## src/rtl/tsfc_pkg.sv

```systemverilog
// shared types, constants and width helpers for the touch sample filter and calibrator
package tsfc_pkg;

    // default burst length per axis
    localparam int DEF_SAMPLES_PER_AXIS = 8;

    // fixed field widths
    localparam int SMP_W     = 8;
    localparam int SMP_MAX   = 255;
    localparam int MEAN_W    = 8;
    localparam int PT_W      = 16;
    localparam int GAIN_W    = 16;
    localparam int OFF_W     = 11;
    localparam int SIZE_W    = 10;
    localparam int LIMIT_W   = 20;
    localparam int MODE_W    = 2;
    localparam int FRAC_W    = 14;
    localparam int CFG_W     = 20;
    localparam int CFG_IDX_W = 3;

    // gain times raw mean, and the display sum in units of 2^-14
    localparam int P_W = GAIN_W + MEAN_W + 1;
    localparam int T_W = P_W + 2;

    // request codes
    localparam logic [1:0] REQ_X   = 2'd0;
    localparam logic [1:0] REQ_Y   = 2'd1;
    localparam logic [1:0] REQ_REL = 2'd2;

    // register indexes
    localparam logic [CFG_IDX_W-1:0] CFG_SCAN_MODE     = 3'd0;
    localparam logic [CFG_IDX_W-1:0] CFG_X_GAIN        = 3'd1;
    localparam logic [CFG_IDX_W-1:0] CFG_Y_GAIN        = 3'd2;
    localparam logic [CFG_IDX_W-1:0] CFG_X_OFFSET      = 3'd3;
    localparam logic [CFG_IDX_W-1:0] CFG_Y_OFFSET      = 3'd4;
    localparam logic [CFG_IDX_W-1:0] CFG_SCREEN_WIDTH  = 3'd5;
    localparam logic [CFG_IDX_W-1:0] CFG_SCREEN_HEIGHT = 3'd6;
    localparam logic [CFG_IDX_W-1:0] CFG_SPREAD_LIMIT  = 3'd7;

    // register reset values (offsets are -22 and -38 in 11-bit two's complement)
    localparam logic [MODE_W-1:0]  SCAN_MODE_RST     = 2'd0;
    localparam logic [GAIN_W-1:0]  X_GAIN_RST        = 16'd1473;
    localparam logic [GAIN_W-1:0]  Y_GAIN_RST        = 16'd2182;
    localparam logic [OFF_W-1:0]   X_OFFSET_RST      = 11'h7EA;
    localparam logic [OFF_W-1:0]   Y_OFFSET_RST      = 11'h7DA;
    localparam logic [SIZE_W-1:0]  SCREEN_WIDTH_RST  = 10'd480;
    localparam logic [SIZE_W-1:0]  SCREEN_HEIGHT_RST = 10'd320;
    localparam logic [LIMIT_W-1:0] SPREAD_LIMIT_RST  = 20'd128;

    // raw point after a release with the pen up
    localparam logic [PT_W-1:0] RAW_IDLE = 16'hffff;

    // configuration register set
    typedef struct packed {
        logic [MODE_W-1:0]  scan_mode;
        logic [GAIN_W-1:0]  x_gain;
        logic [GAIN_W-1:0]  y_gain;
        logic [OFF_W-1:0]   x_offset;
        logic [OFF_W-1:0]   y_offset;
        logic [SIZE_W-1:0]  screen_width;
        logic [SIZE_W-1:0]  screen_height;
        logic [LIMIT_W-1:0] spread_limit;
    } tsfc_cfg_t;

    // pipeline control: a word in flight, release or burst evaluation
    typedef struct packed {
        logic valid;
        logic rel;
    } tsfc_ctl_t;

    // accumulator and burst counter widths for a burst of n samples
    function automatic int sum_w(input int n);
        return $clog2(SMP_MAX * n + 1);
    endfunction

    function automatic int sq_w(input int n);
        return $clog2(SMP_MAX * SMP_MAX * n + 1);
    endfunction

    function automatic int cnt_w(input int n);
        return $clog2(2 * n + 1);
    endfunction

endpackage

```

## src/rtl/tsfc_accum.sv

```systemverilog
// input register, burst phase tracking and per-axis sum / sum of squares
module tsfc_accum import tsfc_pkg::*; #(
    parameter int SAMPLES_PER_AXIS = DEF_SAMPLES_PER_AXIS,
    parameter int SUM_W = sum_w(SAMPLES_PER_AXIS),
    parameter int SQ_W  = sq_w(SAMPLES_PER_AXIS)
) (
    input  logic             clk,
    input  logic             rst_n,
    input  logic             in_valid,
    input  logic [1:0]       req_type,
    input  logic [SMP_W-1:0] sample,
    output tsfc_ctl_t        ev,
    output logic [SUM_W-1:0] ev_x_sum,
    output logic [SQ_W-1:0]  ev_x_sq,
    output logic [SUM_W-1:0] ev_y_sum,
    output logic [SQ_W-1:0]  ev_y_sq
);

    localparam int CNT_W = cnt_w(SAMPLES_PER_AXIS);
    localparam logic [CNT_W-1:0] N_CNT    = CNT_W'(SAMPLES_PER_AXIS);
    localparam logic [CNT_W-1:0] LAST_CNT = CNT_W'(2 * SAMPLES_PER_AXIS - 1);

    logic             in_valid_reg;
    logic [1:0]       in_req_reg;
    logic [SMP_W-1:0] in_smp_reg;

    logic [SUM_W-1:0] x_sum_reg, x_sum_next, y_sum_reg, y_sum_next;
    logic [SQ_W-1:0]  x_sq_reg, x_sq_next, y_sq_reg, y_sq_next;
    logic [CNT_W-1:0] cnt_reg, cnt_next;

    tsfc_ctl_t        ev_reg, ev_next;
    logic [SUM_W-1:0] ex_sum_reg, ex_sum_next, ey_sum_reg, ey_sum_next;
    logic [SQ_W-1:0]  ex_sq_reg, ex_sq_next, ey_sq_reg, ey_sq_next;

    logic [2*SMP_W-1:0] smp_sq;
    logic [SUM_W-1:0]   y_sum_add;
    logic [SQ_W-1:0]    y_sq_add;

    // input word register
    always_ff @(posedge clk or negedge rst_n)
    begin
        if (!rst_n)
        begin
            in_valid_reg <= 1'b0;
        end
        else
        begin
            in_valid_reg <= in_valid;
        end
    end

    always_ff @(posedge clk)
    begin
        in_req_reg <= req_type;
        in_smp_reg <= sample;
    end

    // square of the current sample and y totals including it
    assign smp_sq    = (2*SMP_W)'(in_smp_reg) * (2*SMP_W)'(in_smp_reg);
    assign y_sum_add = y_sum_reg + SUM_W'(in_smp_reg);
    assign y_sq_add  = y_sq_reg + SQ_W'(smp_sq);

    // burst phase and accumulation
    always_comb
    begin
        x_sum_next  = x_sum_reg;
        x_sq_next   = x_sq_reg;
        y_sum_next  = y_sum_reg;
        y_sq_next   = y_sq_reg;
        cnt_next    = cnt_reg;
        ev_next     = '0;
        ex_sum_next = ex_sum_reg;
        ex_sq_next  = ex_sq_reg;
        ey_sum_next = ey_sum_reg;
        ey_sq_next  = ey_sq_reg;
        if (in_valid_reg)
        begin
            case (in_req_reg)
                REQ_REL:
                begin
                    x_sum_next  = '0;
                    x_sq_next   = '0;
                    y_sum_next  = '0;
                    y_sq_next   = '0;
                    cnt_next    = '0;
                    ev_next.valid = 1'b1;
                    ev_next.rel   = 1'b1;
                end
                REQ_X:
                begin
                    if (cnt_reg < N_CNT)
                    begin
                        x_sum_next = x_sum_reg + SUM_W'(in_smp_reg);
                        x_sq_next  = x_sq_reg + SQ_W'(smp_sq);
                        cnt_next   = cnt_reg + CNT_W'(1);
                    end
                end
                REQ_Y:
                begin
                    if (cnt_reg >= N_CNT)
                    begin
                        if (cnt_reg == LAST_CNT)
                        begin
                            // last y word: hand the burst on and clear
                            ev_next.valid = 1'b1;
                            ex_sum_next   = x_sum_reg;
                            ex_sq_next    = x_sq_reg;
                            ey_sum_next   = y_sum_add;
                            ey_sq_next    = y_sq_add;
                            x_sum_next    = '0;
                            x_sq_next     = '0;
                            y_sum_next    = '0;
                            y_sq_next     = '0;
                            cnt_next      = '0;
                        end
                        else
                        begin
                            y_sum_next = y_sum_add;
                            y_sq_next  = y_sq_add;
                            cnt_next   = cnt_reg + CNT_W'(1);
                        end
                    end
                end
                default:
                begin
                end
            endcase
        end
    end

    // accumulators and event control
    always_ff @(posedge clk or negedge rst_n)
    begin
        if (!rst_n)
        begin
            x_sum_reg <= '0;
            x_sq_reg  <= '0;
            y_sum_reg <= '0;
            y_sq_reg  <= '0;
            cnt_reg   <= '0;
            ev_reg    <= '0;
        end
        else
        begin
            x_sum_reg <= x_sum_next;
            x_sq_reg  <= x_sq_next;
            y_sum_reg <= y_sum_next;
            y_sq_reg  <= y_sq_next;
            cnt_reg   <= cnt_next;
            ev_reg    <= ev_next;
        end
    end

    // finished burst totals
    always_ff @(posedge clk)
    begin
        ex_sum_reg <= ex_sum_next;
        ex_sq_reg  <= ex_sq_next;
        ey_sum_reg <= ey_sum_next;
        ey_sq_reg  <= ey_sq_next;
    end

    assign ev       = ev_reg;
    assign ev_x_sum = ex_sum_reg;
    assign ev_x_sq  = ex_sq_reg;
    assign ev_y_sum = ey_sum_reg;
    assign ev_y_sq  = ey_sq_reg;

endmodule

```

## src/rtl/tsfc_eval.sv

```systemverilog
// means by reciprocal multiply, then spread products and calibration products
module tsfc_eval import tsfc_pkg::*; #(
    parameter int SAMPLES_PER_AXIS = DEF_SAMPLES_PER_AXIS,
    parameter int SUM_W = sum_w(SAMPLES_PER_AXIS),
    parameter int SQ_W  = sq_w(SAMPLES_PER_AXIS)
) (
    input  logic                   clk,
    input  logic                   rst_n,
    input  tsfc_cfg_t              cfg,
    input  tsfc_ctl_t              ev,
    input  logic [SUM_W-1:0]       ev_x_sum,
    input  logic [SQ_W-1:0]        ev_x_sq,
    input  logic [SUM_W-1:0]       ev_y_sum,
    input  logic [SQ_W-1:0]        ev_y_sq,
    output tsfc_ctl_t              pr,
    output logic [MEAN_W-1:0]      pr_xm,
    output logic [MEAN_W-1:0]      pr_ym,
    output logic [MEAN_W+SUM_W-1:0] pr_x_ms,
    output logic [2*MEAN_W-1:0]    pr_x_mm,
    output logic [MEAN_W+SUM_W-1:0] pr_y_ms,
    output logic [2*MEAN_W-1:0]    pr_y_mm,
    output logic [SQ_W-1:0]        pr_x_sq,
    output logic [SQ_W-1:0]        pr_y_sq,
    output logic signed [P_W-1:0]  pr_px,
    output logic signed [P_W-1:0]  pr_py
);

    // floor(sum / N) == (sum * ceil(2^SH / N)) >> SH for every sum below 2^SUM_W
    localparam int SH   = SUM_W + 4;
    localparam int RC_W = SH + 1;
    localparam int PR_W = SUM_W + RC_W;
    localparam logic [RC_W-1:0] RECIP =
        RC_W'(((64'd1 << SH) + 64'(SAMPLES_PER_AXIS) - 64'd1) / 64'(SAMPLES_PER_AXIS));
    localparam int MS_W = MEAN_W + SUM_W;

    logic [PR_W-1:0] x_prod, y_prod;

    tsfc_ctl_t         s2_ctl_reg;
    logic [MEAN_W-1:0] s2_xm_reg, s2_ym_reg;
    logic [SUM_W-1:0]  s2_x_sum_reg, s2_y_sum_reg;
    logic [SQ_W-1:0]   s2_x_sq_reg, s2_y_sq_reg;

    logic [MEAN_W-1:0] hx, hy;

    tsfc_ctl_t              s3_ctl_reg;
    logic [MEAN_W-1:0]      s3_xm_reg, s3_ym_reg;
    logic [MS_W-1:0]        s3_x_ms_reg, s3_y_ms_reg;
    logic [2*MEAN_W-1:0]    s3_x_mm_reg, s3_y_mm_reg;
    logic [SQ_W-1:0]        s3_x_sq_reg, s3_y_sq_reg;
    logic signed [P_W-1:0]  s3_px_reg, s3_py_reg;

    // mean of each axis
    assign x_prod = PR_W'(ev_x_sum) * PR_W'(RECIP);
    assign y_prod = PR_W'(ev_y_sum) * PR_W'(RECIP);

    always_ff @(posedge clk or negedge rst_n)
    begin
        if (!rst_n)
        begin
            s2_ctl_reg <= '0;
            s3_ctl_reg <= '0;
        end
        else
        begin
            s2_ctl_reg <= ev;
            s3_ctl_reg <= s2_ctl_reg;
        end
    end

    always_ff @(posedge clk)
    begin
        s2_xm_reg    <= MEAN_W'(x_prod >> SH);
        s2_ym_reg    <= MEAN_W'(y_prod >> SH);
        s2_x_sum_reg <= ev_x_sum;
        s2_y_sum_reg <= ev_y_sum;
        s2_x_sq_reg  <= ev_x_sq;
        s2_y_sq_reg  <= ev_y_sq;
    end

    // axis routing for the display mapping
    assign hx = cfg.scan_mode[1] ? s2_ym_reg : s2_xm_reg;
    assign hy = cfg.scan_mode[1] ? s2_xm_reg : s2_ym_reg;

    // spread and gain products
    always_ff @(posedge clk)
    begin
        s3_xm_reg   <= s2_xm_reg;
        s3_ym_reg   <= s2_ym_reg;
        s3_x_ms_reg <= MS_W'(s2_xm_reg) * MS_W'(s2_x_sum_reg);
        s3_y_ms_reg <= MS_W'(s2_ym_reg) * MS_W'(s2_y_sum_reg);
        s3_x_mm_reg <= (2*MEAN_W)'(s2_xm_reg) * (2*MEAN_W)'(s2_xm_reg);
        s3_y_mm_reg <= (2*MEAN_W)'(s2_ym_reg) * (2*MEAN_W)'(s2_ym_reg);
        s3_x_sq_reg <= s2_x_sq_reg;
        s3_y_sq_reg <= s2_y_sq_reg;
        s3_px_reg   <= P_W'($signed(cfg.x_gain)) * P_W'($signed({1'b0, hx}));
        s3_py_reg   <= P_W'($signed(cfg.y_gain)) * P_W'($signed({1'b0, hy}));
    end

    assign pr      = s3_ctl_reg;
    assign pr_xm   = s3_xm_reg;
    assign pr_ym   = s3_ym_reg;
    assign pr_x_ms = s3_x_ms_reg;
    assign pr_x_mm = s3_x_mm_reg;
    assign pr_y_ms = s3_y_ms_reg;
    assign pr_y_mm = s3_y_mm_reg;
    assign pr_x_sq = s3_x_sq_reg;
    assign pr_y_sq = s3_y_sq_reg;
    assign pr_px   = s3_px_reg;
    assign pr_py   = s3_py_reg;

endmodule

```

## src/rtl/tsfc_track.sv

```systemverilog
// spread check, display mapping, press status and result registers
module tsfc_track import tsfc_pkg::*; #(
    parameter int SAMPLES_PER_AXIS = DEF_SAMPLES_PER_AXIS,
    parameter int SUM_W = sum_w(SAMPLES_PER_AXIS),
    parameter int SQ_W  = sq_w(SAMPLES_PER_AXIS)
) (
    input  logic                    clk,
    input  logic                    rst_n,
    input  tsfc_cfg_t               cfg,
    input  tsfc_ctl_t               pr,
    input  logic [MEAN_W-1:0]       pr_xm,
    input  logic [MEAN_W-1:0]       pr_ym,
    input  logic [MEAN_W+SUM_W-1:0] pr_x_ms,
    input  logic [2*MEAN_W-1:0]     pr_x_mm,
    input  logic [MEAN_W+SUM_W-1:0] pr_y_ms,
    input  logic [2*MEAN_W-1:0]     pr_y_mm,
    input  logic [SQ_W-1:0]         pr_x_sq,
    input  logic [SQ_W-1:0]         pr_y_sq,
    input  logic signed [P_W-1:0]   pr_px,
    input  logic signed [P_W-1:0]   pr_py,
    output logic                    done,
    output logic                    pen_down,
    output logic                    was_pressed,
    output logic                    sample_ok,
    output logic [PT_W-1:0]         raw_x,
    output logic [PT_W-1:0]         raw_y,
    output logic [PT_W-1:0]         draw_x,
    output logic [PT_W-1:0]         draw_y,
    output logic [PT_W-1:0]         first_x,
    output logic [PT_W-1:0]         first_y
);

    localparam int SPR_W = ((SQ_W > LIMIT_W) ? SQ_W : LIMIT_W) + 3;

    logic [SPR_W-1:0] spr_x, spr_y;
    logic             x_ok, y_ok, pt_ok;
    logic [PT_W-1:0]  dx, dy;

    logic            done_reg, done_next;
    logic            down_reg, down_next;
    logic            pressed_reg, pressed_next;
    logic            ok_reg, ok_next;
    logic [PT_W-1:0] raw_x_reg, raw_x_next, raw_y_reg, raw_y_next;
    logic [PT_W-1:0] draw_x_reg, draw_x_next, draw_y_reg, draw_y_next;
    logic [PT_W-1:0] first_x_reg, first_x_next, first_y_reg, first_y_next;

    // gain * raw + offset, or size - that in a mirrored mode; floor at zero
    function automatic logic [PT_W-1:0] to_disp(
        input logic signed [P_W-1:0] p,
        input logic [OFF_W-1:0]      off,
        input logic                  mir,
        input logic [SIZE_W-1:0]     size
    );
        logic signed [T_W-1:0] o;
        logic signed [T_W-1:0] s;
        logic signed [T_W-1:0] t;
        o = T_W'($signed({off, {FRAC_W{1'b0}}}));
        s = T_W'({size, {FRAC_W{1'b0}}});
        t = mir ? (s - T_W'(p) - o) : (T_W'(p) + o);
        if (t[T_W-1])
        begin
            return '0;
        end
        return PT_W'(t[T_W-1:FRAC_W]);
    endfunction

    // spread per axis: sumsq - 2*mean*sum + N*mean^2
    assign spr_x = SPR_W'(pr_x_sq) - SPR_W'({pr_x_ms, 1'b0})
                 + SPR_W'(pr_x_mm) * SPR_W'(SAMPLES_PER_AXIS);
    assign spr_y = SPR_W'(pr_y_sq) - SPR_W'({pr_y_ms, 1'b0})
                 + SPR_W'(pr_y_mm) * SPR_W'(SAMPLES_PER_AXIS);
    assign x_ok  = $signed(spr_x) < $signed(SPR_W'(cfg.spread_limit));
    assign y_ok  = $signed(spr_y) < $signed(SPR_W'(cfg.spread_limit));
    assign pt_ok = x_ok && y_ok;

    // display point
    assign dx = to_disp(pr_px, cfg.x_offset, cfg.scan_mode[0], cfg.screen_width);
    assign dy = to_disp(pr_py, cfg.y_offset, cfg.scan_mode[0], cfg.screen_height);

    // press status and stored points
    always_comb
    begin
        done_next    = pr.valid;
        down_next    = down_reg;
        pressed_next = pressed_reg;
        ok_next      = ok_reg;
        raw_x_next   = raw_x_reg;
        raw_y_next   = raw_y_reg;
        draw_x_next  = draw_x_reg;
        draw_y_next  = draw_y_reg;
        first_x_next = first_x_reg;
        first_y_next = first_y_reg;
        if (pr.valid)
        begin
            if (pr.rel)
            begin
                ok_next = 1'b0;
                if (down_reg)
                begin
                    down_next = 1'b0;
                end
                else
                begin
                    first_x_next = '0;
                    first_y_next = '0;
                    raw_x_next   = RAW_IDLE;
                    raw_y_next   = RAW_IDLE;
                end
            end
            else
            begin
                ok_next = pt_ok;
                if (pt_ok)
                begin
                    raw_x_next  = PT_W'(pr_xm);
                    raw_y_next  = PT_W'(pr_ym);
                    draw_x_next = dx;
                    draw_y_next = dy;
                end
                if (!down_reg)
                begin
                    down_next    = 1'b1;
                    pressed_next = 1'b1;
                    first_x_next = raw_x_next;
                    first_y_next = raw_y_next;
                end
            end
        end
    end

    always_ff @(posedge clk or negedge rst_n)
    begin
        if (!rst_n)
        begin
            done_reg    <= 1'b0;
            down_reg    <= 1'b0;
            pressed_reg <= 1'b0;
            ok_reg      <= 1'b0;
            raw_x_reg   <= '0;
            raw_y_reg   <= '0;
            draw_x_reg  <= '0;
            draw_y_reg  <= '0;
            first_x_reg <= '0;
            first_y_reg <= '0;
        end
        else
        begin
            done_reg    <= done_next;
            down_reg    <= down_next;
            pressed_reg <= pressed_next;
            ok_reg      <= ok_next;
            raw_x_reg   <= raw_x_next;
            raw_y_reg   <= raw_y_next;
            draw_x_reg  <= draw_x_next;
            draw_y_reg  <= draw_y_next;
            first_x_reg <= first_x_next;
            first_y_reg <= first_y_next;
        end
    end

    assign done        = done_reg;
    assign pen_down    = down_reg;
    assign was_pressed = pressed_reg;
    assign sample_ok   = ok_reg;
    assign raw_x       = raw_x_reg;
    assign raw_y       = raw_y_reg;
    assign draw_x      = draw_x_reg;
    assign draw_y      = draw_y_reg;
    assign first_x     = first_x_reg;
    assign first_y     = first_y_reg;

endmodule

```

## src/rtl/touch_sample_filter_calibrate_unit.sv

```systemverilog
// Touch sample filter and calibrator, top level.
// Pipeline: a word accepted at a clock edge passes the input register plus four stages
// and then shows its result, if any, with done high.
// Throughput: one word per cycle; busy stays low, the stages are a plain pipeline.
// Reset: rst_n clears accumulators, press status, stored points and loads register defaults.
// The receiver cannot stall: each result is on the ports for exactly one cycle.
module touch_sample_filter_calibrate_unit import tsfc_pkg::*; #(
    parameter int SAMPLES_PER_AXIS = DEF_SAMPLES_PER_AXIS
) (
    input  logic                 clk,
    input  logic                 rst_n,
    input  logic                 start,
    output logic                 busy,
    input  logic [1:0]           req_type,
    input  logic [SMP_W-1:0]     sample,
    input  logic                 cfg_we,
    input  logic [CFG_IDX_W-1:0] cfg_index,
    input  logic [CFG_W-1:0]     cfg_data,
    output logic                 done,
    output logic                 pen_down,
    output logic                 was_pressed,
    output logic                 sample_ok,
    output logic [PT_W-1:0]      raw_x,
    output logic [PT_W-1:0]      raw_y,
    output logic [PT_W-1:0]      draw_x,
    output logic [PT_W-1:0]      draw_y,
    output logic [PT_W-1:0]      first_x,
    output logic [PT_W-1:0]      first_y
);

    localparam int SUM_W = sum_w(SAMPLES_PER_AXIS);
    localparam int SQ_W  = sq_w(SAMPLES_PER_AXIS);

    tsfc_cfg_t cfg_reg;

    tsfc_ctl_t        ev;
    logic [SUM_W-1:0] ev_x_sum, ev_y_sum;
    logic [SQ_W-1:0]  ev_x_sq, ev_y_sq;

    tsfc_ctl_t                pr;
    logic [MEAN_W-1:0]        pr_xm, pr_ym;
    logic [MEAN_W+SUM_W-1:0]  pr_x_ms, pr_y_ms;
    logic [2*MEAN_W-1:0]      pr_x_mm, pr_y_mm;
    logic [SQ_W-1:0]          pr_x_sq, pr_y_sq;
    logic signed [P_W-1:0]    pr_px, pr_py;

    // every stage takes a new word each cycle
    assign busy = 1'b0;

    // configuration registers
    always_ff @(posedge clk or negedge rst_n)
    begin
        if (!rst_n)
        begin
            cfg_reg.scan_mode     <= SCAN_MODE_RST;
            cfg_reg.x_gain        <= X_GAIN_RST;
            cfg_reg.y_gain        <= Y_GAIN_RST;
            cfg_reg.x_offset      <= X_OFFSET_RST;
            cfg_reg.y_offset      <= Y_OFFSET_RST;
            cfg_reg.screen_width  <= SCREEN_WIDTH_RST;
            cfg_reg.screen_height <= SCREEN_HEIGHT_RST;
            cfg_reg.spread_limit  <= SPREAD_LIMIT_RST;
        end
        else if (cfg_we)
        begin
            case (cfg_index)
                CFG_SCAN_MODE:     cfg_reg.scan_mode     <= cfg_data[MODE_W-1:0];
                CFG_X_GAIN:        cfg_reg.x_gain        <= cfg_data[GAIN_W-1:0];
                CFG_Y_GAIN:        cfg_reg.y_gain        <= cfg_data[GAIN_W-1:0];
                CFG_X_OFFSET:      cfg_reg.x_offset      <= cfg_data[OFF_W-1:0];
                CFG_Y_OFFSET:      cfg_reg.y_offset      <= cfg_data[OFF_W-1:0];
                CFG_SCREEN_WIDTH:  cfg_reg.screen_width  <= cfg_data[SIZE_W-1:0];
                CFG_SCREEN_HEIGHT: cfg_reg.screen_height <= cfg_data[SIZE_W-1:0];
                CFG_SPREAD_LIMIT:  cfg_reg.spread_limit  <= cfg_data[LIMIT_W-1:0];
                default:
                begin
                end
            endcase
        end
    end

    // burst accumulation
    tsfc_accum #(
        .SAMPLES_PER_AXIS (SAMPLES_PER_AXIS),
        .SUM_W            (SUM_W),
        .SQ_W             (SQ_W)
    ) u_accum (
        .clk      (clk),
        .rst_n    (rst_n),
        .in_valid (start && !busy),
        .req_type (req_type),
        .sample   (sample),
        .ev       (ev),
        .ev_x_sum (ev_x_sum),
        .ev_x_sq  (ev_x_sq),
        .ev_y_sum (ev_y_sum),
        .ev_y_sq  (ev_y_sq)
    );

    // means and products
    tsfc_eval #(
        .SAMPLES_PER_AXIS (SAMPLES_PER_AXIS),
        .SUM_W            (SUM_W),
        .SQ_W             (SQ_W)
    ) u_eval (
        .clk      (clk),
        .rst_n    (rst_n),
        .cfg      (cfg_reg),
        .ev       (ev),
        .ev_x_sum (ev_x_sum),
        .ev_x_sq  (ev_x_sq),
        .ev_y_sum (ev_y_sum),
        .ev_y_sq  (ev_y_sq),
        .pr       (pr),
        .pr_xm    (pr_xm),
        .pr_ym    (pr_ym),
        .pr_x_ms  (pr_x_ms),
        .pr_x_mm  (pr_x_mm),
        .pr_y_ms  (pr_y_ms),
        .pr_y_mm  (pr_y_mm),
        .pr_x_sq  (pr_x_sq),
        .pr_y_sq  (pr_y_sq),
        .pr_px    (pr_px),
        .pr_py    (pr_py)
    );

    // spread check, calibration and press tracking
    tsfc_track #(
        .SAMPLES_PER_AXIS (SAMPLES_PER_AXIS),
        .SUM_W            (SUM_W),
        .SQ_W             (SQ_W)
    ) u_track (
        .clk         (clk),
        .rst_n       (rst_n),
        .cfg         (cfg_reg),
        .pr          (pr),
        .pr_xm       (pr_xm),
        .pr_ym       (pr_ym),
        .pr_x_ms     (pr_x_ms),
        .pr_x_mm     (pr_x_mm),
        .pr_y_ms     (pr_y_ms),
        .pr_y_mm     (pr_y_mm),
        .pr_x_sq     (pr_x_sq),
        .pr_y_sq     (pr_y_sq),
        .pr_px       (pr_px),
        .pr_py       (pr_py),
        .done        (done),
        .pen_down    (pen_down),
        .was_pressed (was_pressed),
        .sample_ok   (sample_ok),
        .raw_x       (raw_x),
        .raw_y       (raw_y),
        .draw_x      (draw_x),
        .draw_y      (draw_y),
        .first_x     (first_x),
        .first_y     (first_y)
    );

endmodule

```

## config.mk

```make
export PLATFORM = sky130hd
export DESIGN_NAME = touch_sample_filter_calibrate_unit
export DESIGN_NICKNAME = d
export VERILOG_FILES = /design/src/rtl/tsfc_pkg.sv /design/src/rtl/tsfc_accum.sv /design/src/rtl/tsfc_eval.sv /design/src/rtl/tsfc_track.sv /design/src/rtl/touch_sample_filter_calibrate_unit.sv
export SDC_FILE = /design/constraint.sdc
export NUM_CORES = 2
export LEC_CHECK = 0
export ABC_AREA = 1
export CELL_PAD_IN_SITES_DETAIL_PLACEMENT = 1
export CELL_PAD_IN_SITES_GLOBAL_PLACEMENT = 1
export CORE_MARGIN = 2
export CORE_UTILIZATION = 46
export CTS_CLUSTER_SIZE = 10
export DETAILED_ROUTE_END_ITERATION = 6
export DONT_BUFFER_PORTS = 1
export HOLD_SLACK_MARGIN = 0.08
export PLACE_DENSITY = 0.76
export RECOVER_POWER = 50
export SYNTH_ARGS = -nofsm -noshare
export SYNTH_HDL_FRONTEND = slang
export SYNTH_SLANG_ARGS = --single-unit
```

## constraint.sdc

```tcl
create_clock -name clk -period 5.7 [get_ports clk]
set_input_delay 1.14 -clock clk [delete_from_list [all_inputs] [get_ports clk]]
set_output_delay 1.14 -clock clk [all_outputs]
set_load 0.005 [all_outputs]
```

==> Yosys cells after proc, flatten, opt, wreduce, memory -nomap -nowiden <==
Cells that the tools add are included.
{ "totals": {"out_inout_bits": 101, "input_bits": 37, "reg_bits": 588, "word_cells": 160} }
{ "op_classes": {"n_mul": 7, "magnitude_cmp": 4, "muxes": 45, "n_reduce_logical": 21, "bitwise_logic": 2, "n_eq_ne": 14, "n_addsub": 15} }
{ "op_table": {"columns": ["operator", "count"], "rows": [
  ["two-way mux 16 bit", 14],
  ["two-way mux 19 bit", 5],
  ["case mux 19 bit (3 select lines)", 1],
  ["two-way mux 11 bit", 5],
  ["two-way mux 27 bit", 2],
  ["subtractor 26 x 25 -> 27 bit", 2],
  ["adder 25 x 25 -> 26 bit", 2],
  ["subtractor 25 x 25 -> 26 bit", 2],
  ["multiplier 16 x 9 -> 25 bit", 2],
  ["multiplier 8 x 8 -> 16 bit", 3],
  ["adder 23 x 19 -> 23 bit", 2],
  ["< comparator 23 x 21 -> 1 bit", 2],
  ["subtractor 19 x 20 -> 21 bit", 2],
  ["adder 19 x 16 -> 19 bit", 2],
  ["multiplier 8 x 11 -> 19 bit", 2],
  ["case mux 19 bit (2 select lines)", 1],
  ["case mux 11 bit (3 select lines)", 1],
  ["adder 11 x 8 -> 11 bit", 2],
  ["case mux 11 bit (2 select lines)", 1],
  ["AND reduction 2 bit", 10],
  ["two-way mux 8 bit", 2],
  ["two-way mux 5 bit", 3],
  ["case mux 5 bit (3 select lines)", 1],
  ["equality test 3 bit (second input constant)", 4],
  ["22 further kinds", 35]
]} }

==> Depth between registers and ports, before layout <==
{ "logic_depth": {"ltp_word": 7, "ltp_mapped": 35, "depth_no_buf": 34} }

==> Hierarchy <==
From an unflattened synthesis, not the netlist that was laid out.
{ "hier_totals": {"hier_cells": 6124, "area_unflattened_um2": 47501.8} }
{ "modules_own_cells": {"columns": ["mod", "cells_each", "seq_area_each_um2", "n_inst", "area_per_inst_um2"], "rows": [
  ["tsfc_eval", 2740, 4704.5, 1, 21861.0],
  ["tsfc_track", 1859, 2302.2, 1, 12590.8],
  ["tsfc_accum", 1093, 3703.6, 1, 9178.8],
  ["touch_sample_filter_calibrate_unit", 432, 2442.3, 1, 3871.2]
]} }

==> Least setup slack after synthesis <==
No wires, ideal clock.
{ "synth_path": {"kind": "flip-flop to flip-flop", "start": "register u_accum.in_smp_reg[5]", "end": "register u_accum.y_sq_reg[17]", "stages_incl_launch_ff": 30, "arrival_ns": 5.474, "required_ns": 5.634, "setup_time_ns": 0.066, "setup_slack_ns": 0.160, "period_less_slack_ns": 5.540, "path_buffers": 1, "path_cell_list": "dfxtp_1 clkbuf_1 nand2_1 fa_1 inv_1 fa_1 fa_1 inv_1 fa_1 inv_1 ha_1 nand2_1 nor3_1 nand2_1 o211ai_1 a21o_1 a21oi_1 inv_1 a21oi_1 nor2_1 nor2_1 xor2_1 ha_1 nand2_1 nor3_1 nor3b_1 nand4_1 nand3_1 xor2_1 a22o_1"} }
{ "synth_via": {"elab_chain_cells": 5} }
{ "synth_lines": {"columns": ["element", "line_no", "rtl"], "rows": [
  ["start: declaration", "tsfc_accum.sv:25", "logic [SMP_W-1:0] in_smp_reg;"],
  ["start signal: assignment", "tsfc_accum.sv:55", "in_smp_reg <= sample;"],
  ["multiplier 8 x 8 -> 16 bit", "tsfc_accum.sv:59", "assign smp_sq = (2*SMP_W)'(in_smp_reg) * (2*SMP_W)'(in_smp_reg);"],
  ["adder 19 x 16 -> 19 bit", "tsfc_accum.sv:61", "assign y_sq_add = y_sq_reg + SQ_W'(smp_sq);"],
  ["via u_accum.y_sq_add[17]", "tsfc_accum.sv:37", "logic [SQ_W-1:0] y_sq_add;"],
  ["two-way mux 19 bit", "tsfc_accum.sv:102", "if (cnt_reg == LAST_CNT)"],
  ["two-way mux 19 bit", "tsfc_accum.sv:100", "if (cnt_reg >= N_CNT)"],
  ["case mux 19 bit (2 select lines)", "tsfc_accum.sv:78", "case (in_req_reg)"],
  ["end signal: assignment", "tsfc_accum.sv:148", "y_sq_reg <= y_sq_next;"],
  ["end: declaration", "tsfc_accum.sv:28", "logic [SQ_W-1:0] x_sq_reg, x_sq_next, y_sq_reg, y_sq_next;"]
]} }
The timed path passes the listed nets, and every way through them passes these cells. The select of a mux whose other input is x is not followed.
A chain may end at the register's enable or synchronous reset.

==> Worst setup path after layout <==
{ "layout_path": {"start": "register cfg_reg[95] in the netlist's numbering", "end": "register u_eval.s3_py_reg[24] (netlist: u_eval.pr_py[24])"} }
{ "layout_via": {"elab_chain_cells": 2} }
{ "layout_lines": {"columns": ["element", "line_no", "rtl"], "rows": [
  ["start: declaration", "touch_sample_filter_calibrate_unit.sv:34", "tsfc_cfg_t cfg_reg;"],
  ["two-way mux 8 bit", "tsfc_eval.sv:82", "assign hy = cfg.scan_mode[1] ? s2_xm_reg : s2_ym_reg;"],
  ["multiplier 16 x 9 -> 25 bit", "tsfc_eval.sv:96", "s3_py_reg <= P_W'($signed(cfg.y_gain)) * P_W'($signed({1'b0, hy}));"],
  ["end signal: assignment", "tsfc_eval.sv:96", null],
  ["end: declaration", "tsfc_eval.sv:50", "logic signed [P_W-1:0] s3_px_reg, s3_py_reg;"]
]} }
Every way passes these cells.

==> Implementation_results.wiki <==
{| class="wikitable"
! Metric !! Value
|-
| Run status || finished, violations left
|-
| Violations in the final reports || capacitance limit, slew limit
|-
| Mean routed wirelength per cell || 19.0 um
|-
| Ports || 138
|-
| Max-capacitance violation count || 1
|-
| Setup repair after global routing missed its margin || yes
|-
| Sequential area share after synthesis || 29.8%
|-
| Pin count of the biggest net entering global routing || 261
|-
| Source of the worst register-to-register timing path || cfg_reg[95]
|-
| Count of final max-slew check failures || 41
|-
| Static power due to leakage || 25.6 nW
|-
| Count of distinct cell types in the synthesized netlist || 63
|-
| Area after detailed placement || 45800 sq um
|-
| Routed WL || 125000 um
|-
| FF-to-FF path depth || 24
|-
| Worst Path Arrival || 6.03 ns
|-
| Mean area per synthesized cell || 8.44 sq um
|-
| Input/output buffers || 0
|-
| Transition time at the pin with the least slew margin || 1.52 ns
|-
| TritonCTS clock tree || yes
|-
| Summed instance area of the synthesized netlist || 44200 sq um
|-
| Required time of the worst setup path || 6.21 ns
|-
| Core area || 95000 sq um
|-
| Fraction of synthesis flops using an asynchronous set or reset pin || 46.4%
|-
| Number of enable-type register cells in the synthesized netlist || 60
|-
| Total vias in the final route || 34212
|-
| CP Launch Point || cfg_reg[95]
|-
| Fraction of final layout cells with drive strength greater than 1 || 5.92%
|-
| Global-route total usage across every layer || 25.8%
|-
| Worst-path clk slew || 0.06 ns
|-
| Final non-filler cell area || 48400 sq um
|-
| Commonest cells post-synth || sky130_fd_sc_hd__inv_1, sky130_fd_sc_hd__nand2_1, sky130_fd_sc_hd__ha_1, sky130_fd_sc_hd__fa_1, sky130_fd_sc_hd__nor2_1
|-
| Drt initial violations || 1692
|-
| Final setup viols || 0
|-
| Post-DP HPWL || 99800 um
|-
| Syn-to-layout area delta || 9.65%
|-
| Final min period || 5.52 ns
|-
| Initial antenna violation count || 1
|-
| Summed negative setup slack over all endpoints || 0 ns
|-
| Worst min-delay path category || input port to asynchronous set/reset pin
|-
| H-Tree Depth || 3
|-
| Max Clock Skew || 0.0405 ns
|-
| Largest voltage drop on the vdd net || 0.389 mV
|-
| Number of routed nets with antenna violations || 0
|-
| Kind of start point of the critical path || flip-flop
|-
| Ratio of total power to cell area || 510 nW/um^2
|-
| Most used flip-flop cell after synthesis || sky130_fd_sc_hd__dfxtp_1
|-
| Hold-fix buffer count after cts || 0
|-
| Most common cell in the synthesized netlist || sky130_fd_sc_hd__inv_1
|-
| # DRC || 0
|-
| Worst Setup End Kind || flip-flop
|-
| Detailed Routing Iterations Pass 1 || 5
|-
| Main area contributors after synthesis || sky130_fd_sc_hd__fa_1, sky130_fd_sc_hd__ha_1, sky130_fd_sc_hd__dfrtp_1
|-
| Max reg flops || 96
|-
| Height of the die || 314 um
|-
| Count of endpoints failing hold in the final timing report || 0
|-
| Total of flip-flops plus latches after synthesis || 560
|-
| Dominant cell type by area after synthesis || sky130_fd_sc_hd__fa_1
|-
| Number of global-route vias before repair || 37663
|-
| Initial core utilization || 46.5%
|-
| Total gr overflow || 0
|-
| Rows || 113
|-
| Bufs on Longest Clock Path || 3
|-
| Top-area cell type share of the netlist area || 16.5%
|-
| Endpoint of the worst-slack reg-to-reg timing path || u_eval.pr_py[24]
|-
| Routability cong. || 0.873
|-
| Clock Tree Root || sky130_fd_sc_hd__clkbuf_16
|-
| Max frequency || 181 MHz
|-
| Skew-Pair Late Insertion Delay || 0.66 ns
|-
| Number of sinks handled by clock tree synthesis || 560
|-
| Ant. Diodes || 0
|-
| Chip Width || 314 um
|-
| Post-Syn Instances || 5233
|-
| Area of the die || 98500 sq um
|-
| First-pass GRT wire length || 202000 um
|-
| Warnings, synthesis || 0
|-
| Routed vias/inst || 5.18
|-
| Final period utilization || 96.8%
|-
| Number of nets in the layout || 6168
|-
| Reg2Reg Setup Slack || 0.18 ns
|-
| Max-Slew Margin vs Limit || -1.19%
|-
| Largest fanout of any net on the critical path || 10
|-
| Num CTS Buffers || 72
|-
| Type of the setup path with the least slack || flip-flop to flip-flop
|}
-- where the power goes --
part           internal (mW)  switching, mW
clock network           2.63           1.93
logic                   5.52           8.98
registers               4.93          0.688
total                   13.1           11.6
-- timing repair --
item                                    4_1_cts  5_1_grt
pin swaps                                     0       14
setup buffers                                 0        4
endpoints found under the setup margin        5       93
gates resized for setup                       3       61
-- per-stage QoR --
stage	worst slack, ns	hold slack [ns]	instances	util, %	total power, mW
6_report	0.184	0.244	6604	51.0	24.7
5_1_grt	-0.0913	0.196	6604	51.0	27.0
4_1_cts	0.0398	0.201	6600	50.7	24.7
3_5_place_dp	-0.0238	0.314	6466	48.3	19.9
3_3_place_gp	0.184	0.311	6466	48.3	19.3
2_1_floorplan	0.160	0.310	5243	-	15.7
-- worst max-delay path by stage --
| stage | slack, ns | endpoint |
|---|---|---|
| finish | 0.18 | u_eval.pr_py[24] |
| floorplan | 0.16 | u_accum.y_sq_reg[17] |
| global placement | 0.18 | u_accum.y_sq_reg[17] |
| CTS | 0.04 | u_accum.y_sq_reg[17] |
| detailed placement | -0.02 | u_accum.y_sq_reg[17] |
| global route | -0.09 | u_accum.y_sq_reg[17] |
-- layout make-up --
type,instances,area [sq um]
Clock buffer,117,2080
Sequential cell,560,13200
Clock inverter,17,273
Timing Repair Buffer,79,596
Fill cell,11364,46600
Multi-Input combinational cell,3500,26700
Inverter,1066,4010
Tap cell,1265,1580
-- per-layer routing --
metal,track usage (%),wire (um),vias up
met3,3.34,3770,201
met5,0,13,-
met1,31.6,53700,17124
met4,8.04,4070,2
li1,-,-,16421
met2,46.9,63800,464
-- layout by cell type (no fill, tap or decap), types with 23 or more instances in the layout --
cell / netlist / final
sky130_fd_sc_hd__clkbuf_1: 86 / 48
sky130_fd_sc_hd__inv_1: 1060 / 1051
sky130_fd_sc_hd__buf_4: 10 / 59
sky130_fd_sc_hd__a31oi_1: 25 / 25
sky130_fd_sc_hd__nor2_1: 334 / 331
sky130_fd_sc_hd__a21oi_1: 299 / 293
sky130_fd_sc_hd__fa_1: 363 / 363
sky130_fd_sc_hd__clkbuf_16: 0 / 74
sky130_fd_sc_hd__xor2_1: 155 / 152
sky130_fd_sc_hd__nor3_1: 35 / 32
sky130_fd_sc_hd__dfstp_2: 32 / 32
sky130_fd_sc_hd__dfxtp_1: 240 / 235
sky130_fd_sc_hd__o21ai_1: 21 / 23
sky130_fd_sc_hd__a21o_1: 23 / 23
sky130_fd_sc_hd__nand2_1: 998 / 995
sky130_fd_sc_hd__dfrtp_1: 228 / 228
sky130_fd_sc_hd__edfxtp_1: 60 / 60
sky130_fd_sc_hd__o21ai_0: 280 / 274
sky130_fd_sc_hd__ha_1: 489 / 485
sky130_fd_sc_hd__nand3_1: 171 / 170
sky130_fd_sc_hd__xnor2_1: 82 / 82
-- critical path: stages (launching register included) --
cell and delay [ns]:
sky130_fd_sc_hd__dfrtp_1 0.52, sky130_fd_sc_hd__inv_1 0.20, sky130_fd_sc_hd__nand2_1 0.11, sky130_fd_sc_hd__nand2_1 0.11, sky130_fd_sc_hd__clkbuf_1 0.20, sky130_fd_sc_hd__nor2_1 0.30
sky130_fd_sc_hd__inv_1 0.10, sky130_fd_sc_hd__fa_1 0.49, sky130_fd_sc_hd__inv_1 0.06, sky130_fd_sc_hd__fa_1 0.52, sky130_fd_sc_hd__inv_1 0.06, sky130_fd_sc_hd__fa_1 0.53
sky130_fd_sc_hd__inv_1 0.05, sky130_fd_sc_hd__fa_1 0.43, sky130_fd_sc_hd__ha_1 0.39, sky130_fd_sc_hd__nand2_1 0.14, sky130_fd_sc_hd__nor2_1 0.05, sky130_fd_sc_hd__nand2_1 0.06
sky130_fd_sc_hd__o211ai_1 0.10, sky130_fd_sc_hd__a21oi_2 0.22, sky130_fd_sc_hd__inv_1 0.08, sky130_fd_sc_hd__a31oi_1 0.22, sky130_fd_sc_hd__o21a_1 0.19, sky130_fd_sc_hd__o21ai_0 0.10
sky130_fd_sc_hd__xor2_1 0.16
-- logic make-up (layout without fill, tap and decap cells) --
family | after synthesis | count (layout) | synth area share [%]
simple gates | 1632 | 1632 | 15.2
buf+inv | 1183 | 1279 | 10.3
mux | 2 | 2 | 0.0453
flops | 560 | 560 | 29.8
fa+ha+maj | 852 | 852 | 30.3
xor+xnor | 237 | 237 | 4.70
other cells | 1 | 11 | 0.00849
compound gates | 766 | 766 | 9.69
Power figures use the tool's default switching activity.
